### config.mk
export PLATFORM = sky130hd
export DESIGN_NAME = sparse_polynomial_multiplier_unit
export DESIGN_NICKNAME = d
export VERILOG_FILES = /design/src/rtl/spm_pkg.sv /design/src/rtl/spm_front.sv /design/src/rtl/spm_queue.sv /design/src/rtl/spm_back.sv /design/src/rtl/sparse_polynomial_multiplier_unit.sv
export SDC_FILE = /design/constraint.sdc
export NUM_CORES = 2
export LEC_CHECK = 0
export BUFFER_PORTS_ARGS = -buffer_cell sky130_fd_sc_hd__buf_2
export CAP_MARGIN = 10
export CORE_ASPECT_RATIO = 2
export CORE_MARGIN = 2
export CORE_UTILIZATION = 50
export CTS_CLUSTER_SIZE = 40
export DETAILED_ROUTE_END_ITERATION = 16
export PLACE_DENSITY = 0.65
export SYNTH_ARGS = -nofsm -noshare
export SYNTH_HDL_FRONTEND = slang
export SYNTH_SLANG_ARGS = --single-unit
### constraint.sdc
create_clock -name clk -period 11.3 [get_ports clk]
set_input_delay 0.565 -clock clk [delete_from_list [all_inputs] [get_ports clk]]
set_output_delay 0.565 -clock clk [all_outputs]
set_load 0.01 [all_outputs]
### src/rtl/spm_pkg.sv
// Shared types and constants for the sparse polynomial multiplier.
// Used by every module of the block; depends on nothing else.
package spm_pkg;

  localparam int MAX_EXP_DEF       = 31;
  localparam int PRODUCT_SLOTS_DEF = 63;
  localparam int COEF_W            = 32;
  localparam int TERM_EXP_W        = 5;
  localparam int PROD_EXP_W        = 6;
  localparam int QUEUE_DEPTH       = 4;

  localparam logic [1:0] OP_LOAD_A = 2'd0;
  localparam logic [1:0] OP_LOAD_B = 2'd1;
  localparam logic [1:0] OP_MULT   = 2'd2;

  typedef struct packed {
    logic [1:0]              operation;
    logic signed [COEF_W-1:0] term_coef;
    logic [TERM_EXP_W-1:0]   term_exp;
  } in_item_t;

  typedef struct packed {
    logic signed [COEF_W-1:0] product_coef;
    logic [PROD_EXP_W-1:0]   product_exp;
    logic                    last_term;
  } out_item_t;

  typedef enum logic [1:0] {
    CMD_LOAD_A,
    CMD_LOAD_B,
    CMD_MULT
  } cmd_kind_t;

  typedef struct packed {
    cmd_kind_t             kind;
    logic [COEF_W-1:0]     coef;
    logic [TERM_EXP_W-1:0] expo;
  } cmd_t;

  typedef enum logic [1:0] {
    ST_IDLE,
    ST_MAC,
    ST_DRAIN,
    ST_FLUSH
  } back_state_t;

endpackage

### src/rtl/spm_front.sv
// Front end: accepts input requests, classifies them and forwards useful ones.
// Depends on spm_pkg; feeds the command queue.
module spm_front import spm_pkg::*; #(
  parameter int MAX_EXP = MAX_EXP_DEF
) (
  input  logic     push,
  output logic     full,
  input  in_item_t item,
  output logic     q_push,
  input  logic     q_full,
  output cmd_t     q_cmd
);

  localparam logic [TERM_EXP_W-1:0] EXP_LIMIT = TERM_EXP_W'(MAX_EXP);

  logic      keep;
  cmd_kind_t kind;

  // Terms beyond the store and the unused operation code are taken and dropped.
  always_comb begin
    keep = 1'b0;
    kind = CMD_MULT;
    case (item.operation)
      OP_LOAD_A: begin
        kind = CMD_LOAD_A;
        keep = (item.term_exp <= EXP_LIMIT);
      end
      OP_LOAD_B: begin
        kind = CMD_LOAD_B;
        keep = (item.term_exp <= EXP_LIMIT);
      end
      OP_MULT: begin
        kind = CMD_MULT;
        keep = 1'b1;
      end
      default: begin
        keep = 1'b0;
      end
    endcase
  end

  assign full       = q_full;
  assign q_push     = push && !q_full && keep;
  assign q_cmd.kind = kind;
  assign q_cmd.coef = item.term_coef;
  assign q_cmd.expo = item.term_exp;

endmodule

### src/rtl/spm_queue.sv
// Short command queue between the front end and the back end.
// Depends on spm_pkg for the command type and its depth.
module spm_queue import spm_pkg::*; (
  input  logic clk,
  input  logic rst,
  input  logic push,
  input  cmd_t din,
  output logic full,
  input  logic pop,
  output logic empty,
  output cmd_t dout
);

  localparam int PW = $clog2(QUEUE_DEPTH);
  localparam int CW = $clog2(QUEUE_DEPTH + 1);

  cmd_t          entries [QUEUE_DEPTH];
  logic [PW-1:0] wr_ptr;
  logic [PW-1:0] rd_ptr;
  logic [CW-1:0] count;
  logic          do_push;
  logic          do_pop;

  assign full    = (count == CW'(QUEUE_DEPTH));
  assign empty   = (count == '0);
  assign do_push = push && !full;
  assign do_pop  = pop && !empty;
  assign dout    = entries[rd_ptr];

  always_ff @(posedge clk) begin
    if (do_push) begin
      entries[wr_ptr] <= din;
    end
  end

  always_ff @(posedge clk) begin
    if (rst) begin
      wr_ptr <= '0;
      rd_ptr <= '0;
      count  <= '0;
    end else begin
      if (do_push) begin
        wr_ptr <= (wr_ptr == PW'(QUEUE_DEPTH - 1)) ? '0 : wr_ptr + 1'b1;
      end
      if (do_pop) begin
        rd_ptr <= (rd_ptr == PW'(QUEUE_DEPTH - 1)) ? '0 : rd_ptr + 1'b1;
      end
      if (do_push && !do_pop) begin
        count <= count + 1'b1;
      end else if (do_pop && !do_push) begin
        count <= count - 1'b1;
      end
    end
  end

endmodule

### src/rtl/spm_back.sv
// Back end: coefficient stores, the multiply-accumulate pipeline and the
// result register. Depends on spm_pkg; takes commands from spm_queue.
module spm_back import spm_pkg::*; #(
  parameter int MAX_EXP       = MAX_EXP_DEF,
  parameter int PRODUCT_SLOTS = PRODUCT_SLOTS_DEF
) (
  input  logic      clk,
  input  logic      rst,
  input  logic      q_empty,
  input  cmd_t      q_cmd,
  output logic      q_pop,
  output logic      empty,
  input  logic      pop,
  output out_item_t result
);

  localparam int DEPTH = MAX_EXP + 1;
  localparam int IW    = (DEPTH > 1) ? $clog2(DEPTH) : 1;
  localparam int SW    = PROD_EXP_W;
  localparam int S_TOP = (PRODUCT_SLOTS - 1 < 2 * MAX_EXP) ? PRODUCT_SLOTS - 1 : 2 * MAX_EXP;
  localparam logic [SW-1:0] S_MAX = SW'(MAX_EXP);

  back_state_t state;
  back_state_t state_next;

  // Coefficient stores; an entry that is not valid reads as zero.
  logic [COEF_W-1:0] a_store [DEPTH];
  logic [COEF_W-1:0] b_store [DEPTH];
  logic [DEPTH-1:0]  a_vld;
  logic [DEPTH-1:0]  b_vld;

  // Pair sequencer: product slot s from the top down, index i of A within it.
  logic [SW-1:0] s_cnt;
  logic [IW-1:0] i_cnt;
  logic [IW-1:0] i_lo;
  logic [IW-1:0] i_hi;
  logic [IW-1:0] i_lo_dec;
  logic [SW-1:0] s_dec;
  logic [IW-1:0] j_idx;
  logic          slot_end;
  logic          issue;

  // Operand stage.
  logic              op_vld;
  logic [COEF_W-1:0] a_op;
  logic [COEF_W-1:0] b_op;
  logic              op_first;
  logic              op_slot_end;
  logic              op_final;
  logic [SW-1:0]     op_s;

  // Product stage.
  logic              pr_vld;
  logic [COEF_W-1:0] prod;
  logic              pr_first;
  logic              pr_slot_end;
  logic              pr_final;
  logic [SW-1:0]     pr_s;

  // Accumulator and the one product term held back until its successor is known.
  logic [COEF_W-1:0] acc_sum;
  logic [COEF_W-1:0] acc_val;
  logic              pend_vld;
  logic [COEF_W-1:0] pend_coef;
  logic [SW-1:0]     pend_exp;

  logic      res_vld;
  logic      adv;
  logic      slot_done;
  logic      slot_nz;
  logic      emit;
  logic      flush;
  logic      load;
  out_item_t emit_item;
  logic [IW-1:0] ld_idx;

  assign adv   = !res_vld || pop;
  assign empty = !res_vld;

  assign s_dec    = s_cnt - 1'b1;
  assign i_lo     = (s_cnt > S_MAX) ? IW'(s_cnt - S_MAX) : '0;
  assign i_hi     = (s_cnt < S_MAX) ? IW'(s_cnt) : IW'(MAX_EXP);
  assign i_lo_dec = (s_dec > S_MAX) ? IW'(s_dec - S_MAX) : '0;
  assign j_idx    = IW'(s_cnt - SW'(i_cnt));
  assign slot_end = (i_cnt == i_hi);
  assign ld_idx   = q_cmd.expo[IW-1:0];

  assign acc_val   = pr_first ? prod : acc_sum + prod;
  assign slot_done = adv && pr_vld && pr_slot_end;
  assign slot_nz   = (acc_val != '0);

  always_comb begin
    state_next = state;
    case (state)
      ST_IDLE: begin
        if (!q_empty && q_cmd.kind == CMD_MULT) begin
          state_next = ST_MAC;
        end
      end
      ST_MAC: begin
        if (adv && slot_end && s_cnt == '0) begin
          state_next = ST_DRAIN;
        end
      end
      ST_DRAIN: begin
        if (slot_done && pr_final) begin
          state_next = ST_FLUSH;
        end
      end
      ST_FLUSH: begin
        if (adv) begin
          state_next = ST_IDLE;
        end
      end
      default: begin
        state_next = ST_IDLE;
      end
    endcase
  end

  always_comb begin
    q_pop = 1'b0;
    load  = 1'b0;
    issue = 1'b0;
    flush = 1'b0;
    case (state)
      ST_IDLE: begin
        q_pop = !q_empty;
        load  = !q_empty && (q_cmd.kind inside {CMD_LOAD_A, CMD_LOAD_B});
      end
      ST_MAC: begin
        issue = adv;
      end
      ST_FLUSH: begin
        flush = adv;
      end
      default: begin
        q_pop = 1'b0;
      end
    endcase
  end

  assign emit = slot_done && slot_nz && pend_vld;

  always_comb begin
    emit_item.product_coef = pend_coef;
    emit_item.product_exp  = pend_exp;
    emit_item.last_term    = 1'b0;
    if (flush) begin
      emit_item.last_term = 1'b1;
      if (!pend_vld) begin
        // An all-zero product still reports one term.
        emit_item.product_coef = '0;
        emit_item.product_exp  = '0;
      end
    end
  end

  always_ff @(posedge clk) begin
    if (rst) begin
      state <= ST_IDLE;
    end else begin
      state <= state_next;
    end
  end

  always_ff @(posedge clk) begin
    if (load && q_cmd.kind == CMD_LOAD_A) begin
      a_store[ld_idx] <= (a_vld[ld_idx] ? a_store[ld_idx] : '0) + q_cmd.coef;
    end
    if (load && q_cmd.kind == CMD_LOAD_B) begin
      b_store[ld_idx] <= (b_vld[ld_idx] ? b_store[ld_idx] : '0) + q_cmd.coef;
    end
  end

  always_ff @(posedge clk) begin
    if (rst || flush) begin
      a_vld <= '0;
      b_vld <= '0;
    end else if (load) begin
      if (q_cmd.kind == CMD_LOAD_A) begin
        a_vld[ld_idx] <= 1'b1;
      end else begin
        b_vld[ld_idx] <= 1'b1;
      end
    end
  end

  always_ff @(posedge clk) begin
    if (state == ST_IDLE) begin
      s_cnt <= SW'(S_TOP);
      i_cnt <= (SW'(S_TOP) > S_MAX) ? IW'(SW'(S_TOP) - S_MAX) : '0;
    end else if (issue) begin
      if (slot_end) begin
        s_cnt <= s_dec;
        i_cnt <= i_lo_dec;
      end else begin
        i_cnt <= i_cnt + 1'b1;
      end
    end
  end

  always_ff @(posedge clk) begin
    if (adv) begin
      a_op        <= a_vld[i_cnt] ? a_store[i_cnt] : '0;
      b_op        <= b_vld[j_idx] ? b_store[j_idx] : '0;
      op_first    <= (i_cnt == i_lo);
      op_slot_end <= slot_end;
      op_final    <= slot_end && (s_cnt == '0);
      op_s        <= s_cnt;
      prod        <= COEF_W'(a_op * b_op);
      pr_first    <= op_first;
      pr_slot_end <= op_slot_end;
      pr_final    <= op_final;
      pr_s        <= op_s;
    end
    if (adv && pr_vld) begin
      acc_sum <= acc_val;
    end
  end

  always_ff @(posedge clk) begin
    if (rst) begin
      op_vld <= 1'b0;
      pr_vld <= 1'b0;
    end else if (adv) begin
      op_vld <= issue;
      pr_vld <= op_vld;
    end
  end

  always_ff @(posedge clk) begin
    if (rst || flush) begin
      pend_vld <= 1'b0;
    end else if (slot_done && slot_nz) begin
      pend_vld <= 1'b1;
    end
  end

  always_ff @(posedge clk) begin
    if (slot_done && slot_nz) begin
      pend_coef <= acc_val;
      pend_exp  <= pr_s;
    end
  end

  always_ff @(posedge clk) begin
    if (rst) begin
      res_vld <= 1'b0;
    end else if (emit || flush) begin
      res_vld <= 1'b1;
    end else if (pop) begin
      res_vld <= 1'b0;
    end
  end

  always_ff @(posedge clk) begin
    if (emit || flush) begin
      result <= emit_item;
    end
  end

endmodule

### src/rtl/sparse_polynomial_multiplier_unit.sv
// Sparse polynomial multiplier, top level.
// Input requests carry an operation: add a term to A, add a term to B, or
// multiply. Both sides are queues: a request enters when push is high and
// full is low; a product term leaves when pop is high and empty is low.
// A term load is merged into its coefficient store at the edge it leaves the
// four-entry command queue, so loads stream at one per cycle while no
// multiply is in progress.
// A multiply walks every pair of A and B exponents whose sum fits the
// product, one pair per cycle unless a waiting result holds the pipeline,
// via a three-stage multiply-accumulate pipeline with a single multiplier,
// product slots from the highest down. Nonzero terms come out highest
// exponent first, the final one with last_term set; an all-zero product
// gives one zero term. The stores are then cleared.
// While a result waits unpopped the pipeline holds; the queue keeps taking
// requests until it fills. Reset empties the queue, the stores and the
// result register.
// Depends on spm_pkg, spm_front, spm_queue and spm_back.
module sparse_polynomial_multiplier_unit import spm_pkg::*; #(
  parameter int MAX_EXP       = MAX_EXP_DEF,
  parameter int PRODUCT_SLOTS = PRODUCT_SLOTS_DEF
) (
  input  logic      clk,
  input  logic      rst,
  input  logic      push,
  output logic      full,
  input  in_item_t  item,
  output logic      empty,
  input  logic      pop,
  output out_item_t result
);

  logic q_push;
  logic q_full;
  logic q_pop;
  logic q_empty;
  cmd_t q_din;
  cmd_t q_dout;

  spm_front #(
    .MAX_EXP(MAX_EXP)
  ) u_front (
    .push  (push),
    .full  (full),
    .item  (item),
    .q_push(q_push),
    .q_full(q_full),
    .q_cmd (q_din)
  );

  spm_queue u_queue (
    .clk  (clk),
    .rst  (rst),
    .push (q_push),
    .din  (q_din),
    .full (q_full),
    .pop  (q_pop),
    .empty(q_empty),
    .dout (q_dout)
  );

  spm_back #(
    .MAX_EXP      (MAX_EXP),
    .PRODUCT_SLOTS(PRODUCT_SLOTS)
  ) u_back (
    .clk    (clk),
    .rst    (rst),
    .q_empty(q_empty),
    .q_cmd  (q_dout),
    .q_pop  (q_pop),
    .empty  (empty),
    .pop    (pop),
    .result (result)
  );

endmodule

**After elaboration in Yosys (flattened, before gate mapping)**

Memory sizes are Yosys's and may differ from the RTL's. A register that Yosys moved wholly into a read port is not among the register bits.
Cells that the tools add are included.

- $add $sub $neg: 12
- Multiplexer cells: 44
- Magnitude comparators: 8
- Multiply operators: 1
- Bitwise logic cells: 3
- Reductions and logical operators: 43
- Equal/unequal tests: 16

Operator list:

| cell | number |
|---|---|
| $add A32 B32 Y32 | 3 |
| $mux W32 | 3 |
| $or A32 B32 Y32 | 2 |
| $mux W39 | 1 |
| $mux W38 | 1 |
| $mul A32 B32 Y32 | 1 |
| $reduce_bool A32 Y1 | 1 |
| $bmux W1 S5 | 4 |
| $mux W5 | 4 |
| $logic_and A1 B1 Y1 | 19 |
| $lt A5 B6 Y1 const B | 3 |
| $mux W1 | 17 |
| $mux W2 | 8 |
| $eq A2 B2 Y1 const B | 6 |
| $gt A6 B5 Y1 const B | 2 |
| $eq A5 B5 Y1 | 2 |
| $sub A5 B5 Y5 const B | 2 |
| $ne A2 B1 Y1 const B | 4 |
| $pmux W2 S4 | 1 |
| $logic_not A1 Y1 | 7 |
| $eq A2 B1 Y1 const B | 3 |
| $logic_not A2 Y1 | 3 |
| $logic_not A6 Y1 | 1 |
| $lt A6 B5 Y1 const B | 1 |
| 20 further kinds | 28 |

- Input bits: 43
- Output and inout port bits: 41
- RAM bits: 2204
- Logic and storage cells: 157
- Memories: 3
- Register bits after elaboration: 247

Memories:

| name | words | width | read ports | clocked after memory_dff | write ports | RTL line | source |
|---|---|---|---|---|---|---|---|
| u_back.a_store | 32 | 32 | 2 | 1 | 1 | spm_back.sv:27 | `logic [COEF_W-1:0] a_store [DEPTH];` |
| u_back.b_store | 32 | 32 | 2 | 1 | 1 | spm_back.sv:28 | `logic [COEF_W-1:0] b_store [DEPTH];` |
| u_queue.entries | 4 | 39 | 1 | 1 | 1 | spm_queue.sv:17 | `cmd_t entries [QUEUE_DEPTH];` |

**Depth between registers and ports, before layout**

- Depth in word-level cells: 9
- Gate-level depth with buffers: 29
- Depth with buffers taken out: 26

**Modules after synthesis**

A second synthesis with hierarchy kept.

- Cells, all modules: 7485
- Area total of the unflattened synthesis: 130706.6 sq um

By module, submodules not included:

| module | instances | sequential area each (sq um) | cells each | area each (sq um) |
|---|---|---|---|---|
| spm_back | 1 | 69817.0 | 7190 | 124274.2 |
| spm_queue | 1 | 4864.7 | 253 | 6120.9 |
| spm_front | 1 | 0.0 | 42 | 311.5 |

**Worst setup path after synthesis**

Ideal clock, no wire load.

- Path kind: register -> register
- Start point: register u_back.b_op[2] (read register of u_back.b_store)
- End point: register u_back.prod[28], data pin
- Cell stages (with the launch flop): 23
- Period minus slack after synthesis: 6.671 ns
- Library setup time: 0.260 ns
- Required time: 11.040 ns
- Buffers on the path: 2
- Setup slack: 4.629 ns
- Arrival: 6.411 ns
- Cell sequence: edfxtp_1 clkbuf_1 clkbuf_1 nand2_1 fa_1 fa_1 fa_1 fa_1 inv_1 fa_1 fa_1 inv_1 fa_1 fa_1 inv_1 ha_1 nand3_1 o31ai_1 o21ai_0 a31oi_1 a21o_1 a21oi_1 xnor2_1

- Cells in the longest elaborated chain, start to end: 1

RTL lines:

| element | RTL line | source |
|---|---|---|
| from (decl) | spm_back.sv:46 | `logic [COEF_W-1:0] b_op;` |
| $mul A32 B32 Y32 | spm_back.sv:211 | `prod <= COEF_W'(a_op * b_op);` |
| to (signal assigned) | spm_back.sv:211 |  |
| to (decl) | spm_back.sv:54 | `logic [COEF_W-1:0] prod;` |

No other way between the ends.
A chain may end at the register's enable or synchronous reset.

==> results.md <==
- Clk pwr share: 17.6%
- Final period util: 78.96%
- Maximum level of the CTS H-tree: 4
- CP Cell Sequence: buf_4 > mux4_2 > or3_4 > buf_4 > o22ai_1 > nor4_1 > nand2_1 > inv_1 > ha_1 > a21o_1 > a21o_1 > a2111oi_0 > o31ai_1 > a211oi_2 > nor2_1 > a21o_1 > a21oi_1 > o21ai_0 > xor2_2
- Crit path top cell by count: a21o_1
- Worst-margin pin slew: 1.408 ns
- CP peak stage delay: 0.95 ns
- Hold Path Class: input port to register
- DR vias/cell: 6.696
- CP delay by family, top: compound AO/OA/AOI/OAI gates
- Avg WL per Cell: 34.16 um
- Rows: 268
- Placed cell areas: 139000 um^2
- Switch share: 41.01%
- CP Class: register to register
- All-Layer GR Usage: 33.96%
- Mapped Area: 133700 um^2
- Seq/Total Area, Yosys: 55.85%
- Commonest cells post-synth: 2427 x edfxtp_1, 2150 x nand2_1, 779 x mux4_2
- Synth Register Bits: 2517
- DRT antenna net count: 0
- P_leak: 53.53 nW
- Slew margin rel.: 5.698%
- Psw: 17.91 mW
- I/O Pins: 84
- Die span in y: 735.4 um
- Arrival @ worst endpoint: 9.47 ns
- Dominant cell type by area after synthesis: edfxtp_1
- CTS clk-pin slew, worst paths: 0.07 ns
- Final Hold Vio Count: 0
- Status: finished clean
- Synthesis-to-layout area growth: 9.806%
- Largest net degree at the start of global routing: 174
- Sequential fraction of design power: 34.3%
- Async SR Flop Fraction: 0%
- Floorplan core area: 266200 um^2
- Die area: 271900 um^2
- First-pass GRT wire length: 657200 um
- Predominant post-synthesis flop cell: edfxtp_1
- Max_cap viols: 0
- Sinks on Clock Net: 2517
- Worst-path fanout max: 32
- Vias in the first global route: 92.95k
- Min Tclk post-route: 8.923 ns
- Post-synth EDFFs: 2427
- Place WS: 2.401 ns
- Root Driver: clkbuf_16
- Comb power frac: 48.1%
- Critical Path RT: 11.85 ns
- Fmax: 112.1 MHz
- TritonCTS buffer count: 220
- Routability congestion estimate: 0.9675
- Synth area leaders: edfxtp_1 54%, mux4_2 13%, fa_1 6.2%, nand2_1 6.0%, ha_1 2.2%
- Worst vdd ir: 0.3558 mV
- RSZ-0062 raised after global routing: no
- Initial antenna violation count: 16
- Initial Util: 50.23%
- Layout cell share with drive strength beyond 1: 16.29%
- Cell-internal power: 25.76 mW
- Clk Latency, worst-skew pair: 0.91 ns
- Port buffer count: 83
- Worst Setup Slack, final: 2.377 ns
- Total number of vias: 91.20k
- Synth unique cells: 83
- Hpwl dp: 297400 um
- Post-synth top area share: 54.50%
- Critical path endpoint category: register
- Pwr/cell area: 297.4 nW/um^2
- Drt first pass iters: 9
- Width of the die: 369.7 um
- Max-slew violation count: 0
- Final standard cell area without fillers: 146800 um^2
- Ys Warns: 0
- Setup TNS: 0 ns
- Hold wc startpoint: pop
- Setup crit start kind: register
- Nets: 10.61k
- Overflow after GRT: 0
- TritonCTS clock tree: yes
- Finish-stage setup viols: 0
- Syn nets: 10.68k
- Final WL: 465300 um
- Syn Area/Cell: 13.38 um^2
- Clock Skew: 0.06632 ns
- First DRT Iteration DRCs: 11.43k
- Synth Instances: 9991
- Most frequent cell after synthesis: edfxtp_1
- Clk buf depth: 4
- Buf/Inv on CP: 3
- CP max stage cell: xor2_2
- DR DRC count: 0
sequential cells by signal, summed over array words and instances (netlist names), 6 cells and up, named ones only:
name and cells:
u_back.result 39, u_back.acc_sum 32, u_queue.entries 156, u_back.a_store 1024, u_back.pr_s 6, u_back.op_s 6, u_back.a_op 32, u_back.b_vld 32
u_back.pend_coef 32, u_back.s_cnt 6, u_back.prod 32, u_back.b_op 32, u_back.b_store 1024, u_back.pend_exp 6, u_back.a_vld 32
power by group through the flow:
stage          logic (mW)  registers [mW]  clock network, mW
2_1_floorplan        12.4            15.1                  0
3_3_place_gp         19.8            15.2                  0
3_5_place_dp         20.2            15.2                  0
4_1_cts              20.2            15.0               7.71
5_1_grt              22.0            15.0               8.03
6_report             21.0            15.0               7.68
kinds of logic (layout without fill, tap and decap cells):
family,Yosys count,in the layout,share of synthesized area [%]
simple gates,3502,3502,11.83
flops,2517,2517,55.85
compound gates,1138,1138,5.495
buf+inv,1112,1218,3.271
mux,895,895,14.00
fa+ha+maj,648,648,8.381
xor+xnor,179,179,1.178
other cells,0,13,0
worst register-to-register path, cell delays in order (launching register included):
cell	delay (ns)
dfxtp_2	0.61
buf_4	0.46
mux4_2	0.80
or3_4	0.73
buf_4	0.64
o22ai_1	0.20
nor4_1	0.44
nand2_1	0.18
inv_1	0.09
ha_1	0.23
a21o_1	0.19
a21o_1	0.23
a2111oi_0	0.57
o31ai_1	0.32
a211oi_2	0.80
nor2_1	0.20
a21o_1	0.23
a21oi_1	0.37
o21ai_0	0.34
xor2_2	0.95
area by class of cell:
type / instances / area, um^2
fill: 21300 / 119400
sequential: 2517 / 74700
multi-input combinational: 6362 / 55830
clock buffer: 280 / 5894
tap: 3510 / 4392
timing repair buffer: 389 / 3183
inverter: 426 / 1609
clock inverter: 123 / 1194
antenna: 13 / 32.53
metal layers:
| metal | track usage [%] | part of all wire, % | up-vias |
|---|---|---|---|
| met5 | 0 | 0.064 | - |
| met4 | 32.79 | 12 | 12 |
| met3 | 6.706 | 8.5 | 2065 |
| met2 | 57.41 | 50 | 5808 |
| met1 | 34.76 | 30 | 46370 |
| li1 | - | - | 36940 |
final timing paths:
path	end	slack, ns	cells after the start
hold reg to reg	u_back.pr_slot_end	0.42	0
hold / removal	u_back.pr_vld	0.11	4
setup reg to reg	u_back.a_store[6][23]	2.38	19
setup / recovery	u_back.a_store[6][23]	2.38	19
placed cells by master, fill, tap and decap left out, drive strengths merged, types with 14 or more instances in the layout:
master,synthesis,layout
nor2b,22,22
nor3,41,41
dfxtp,90,90
and3,445,445
or3,15,15
and2,352,352
xnor2,137,137
or4,23,23
a21oi,129,129
nor2,265,265
a31oi,448,448
edfxtp,2427,2427
mux2i,106,106
clkbuf,447,280
o21a,90,90
clkinv,1,90
nor4,40,40
o21ai,72,72
nand2b,32,32
a21o,38,38
inv,425,431
a211oi,36,36
buf,239,351
xor2,42,42
ha,235,235
bufinv,0,20
nand2,2151,2151
o22ai,223,223
a211o,14,14
fa,413,413
nand3,76,76
mux4,779,779
nand4,15,15
dlygate4sd3,0,38
timing repair:
action	in CTS	in global routing
hold buffers	38	0
buffers inserted	0	0
endpoints found under the hold margin	152	0
resized for setup	0	0
metrics by stage:
step / util, % / hold slack [ns] / power (mW) / instances
floorplan: - / 0.4003 / 27.53 / 9991
global placement: 52.20 / 0.4035 / 35.02 / 13140
detailed placement: 52.21 / 0.4065 / 35.41 / 13140
CTS: 55.02 / 0.07159 / 42.99 / 13590
global route: 55.14 / 0.1007 / 45.02 / 13610
finish: 55.15 / 0.1088 / 43.67 / 13620
Note: power is estimated with default switching activity, not from simulation.
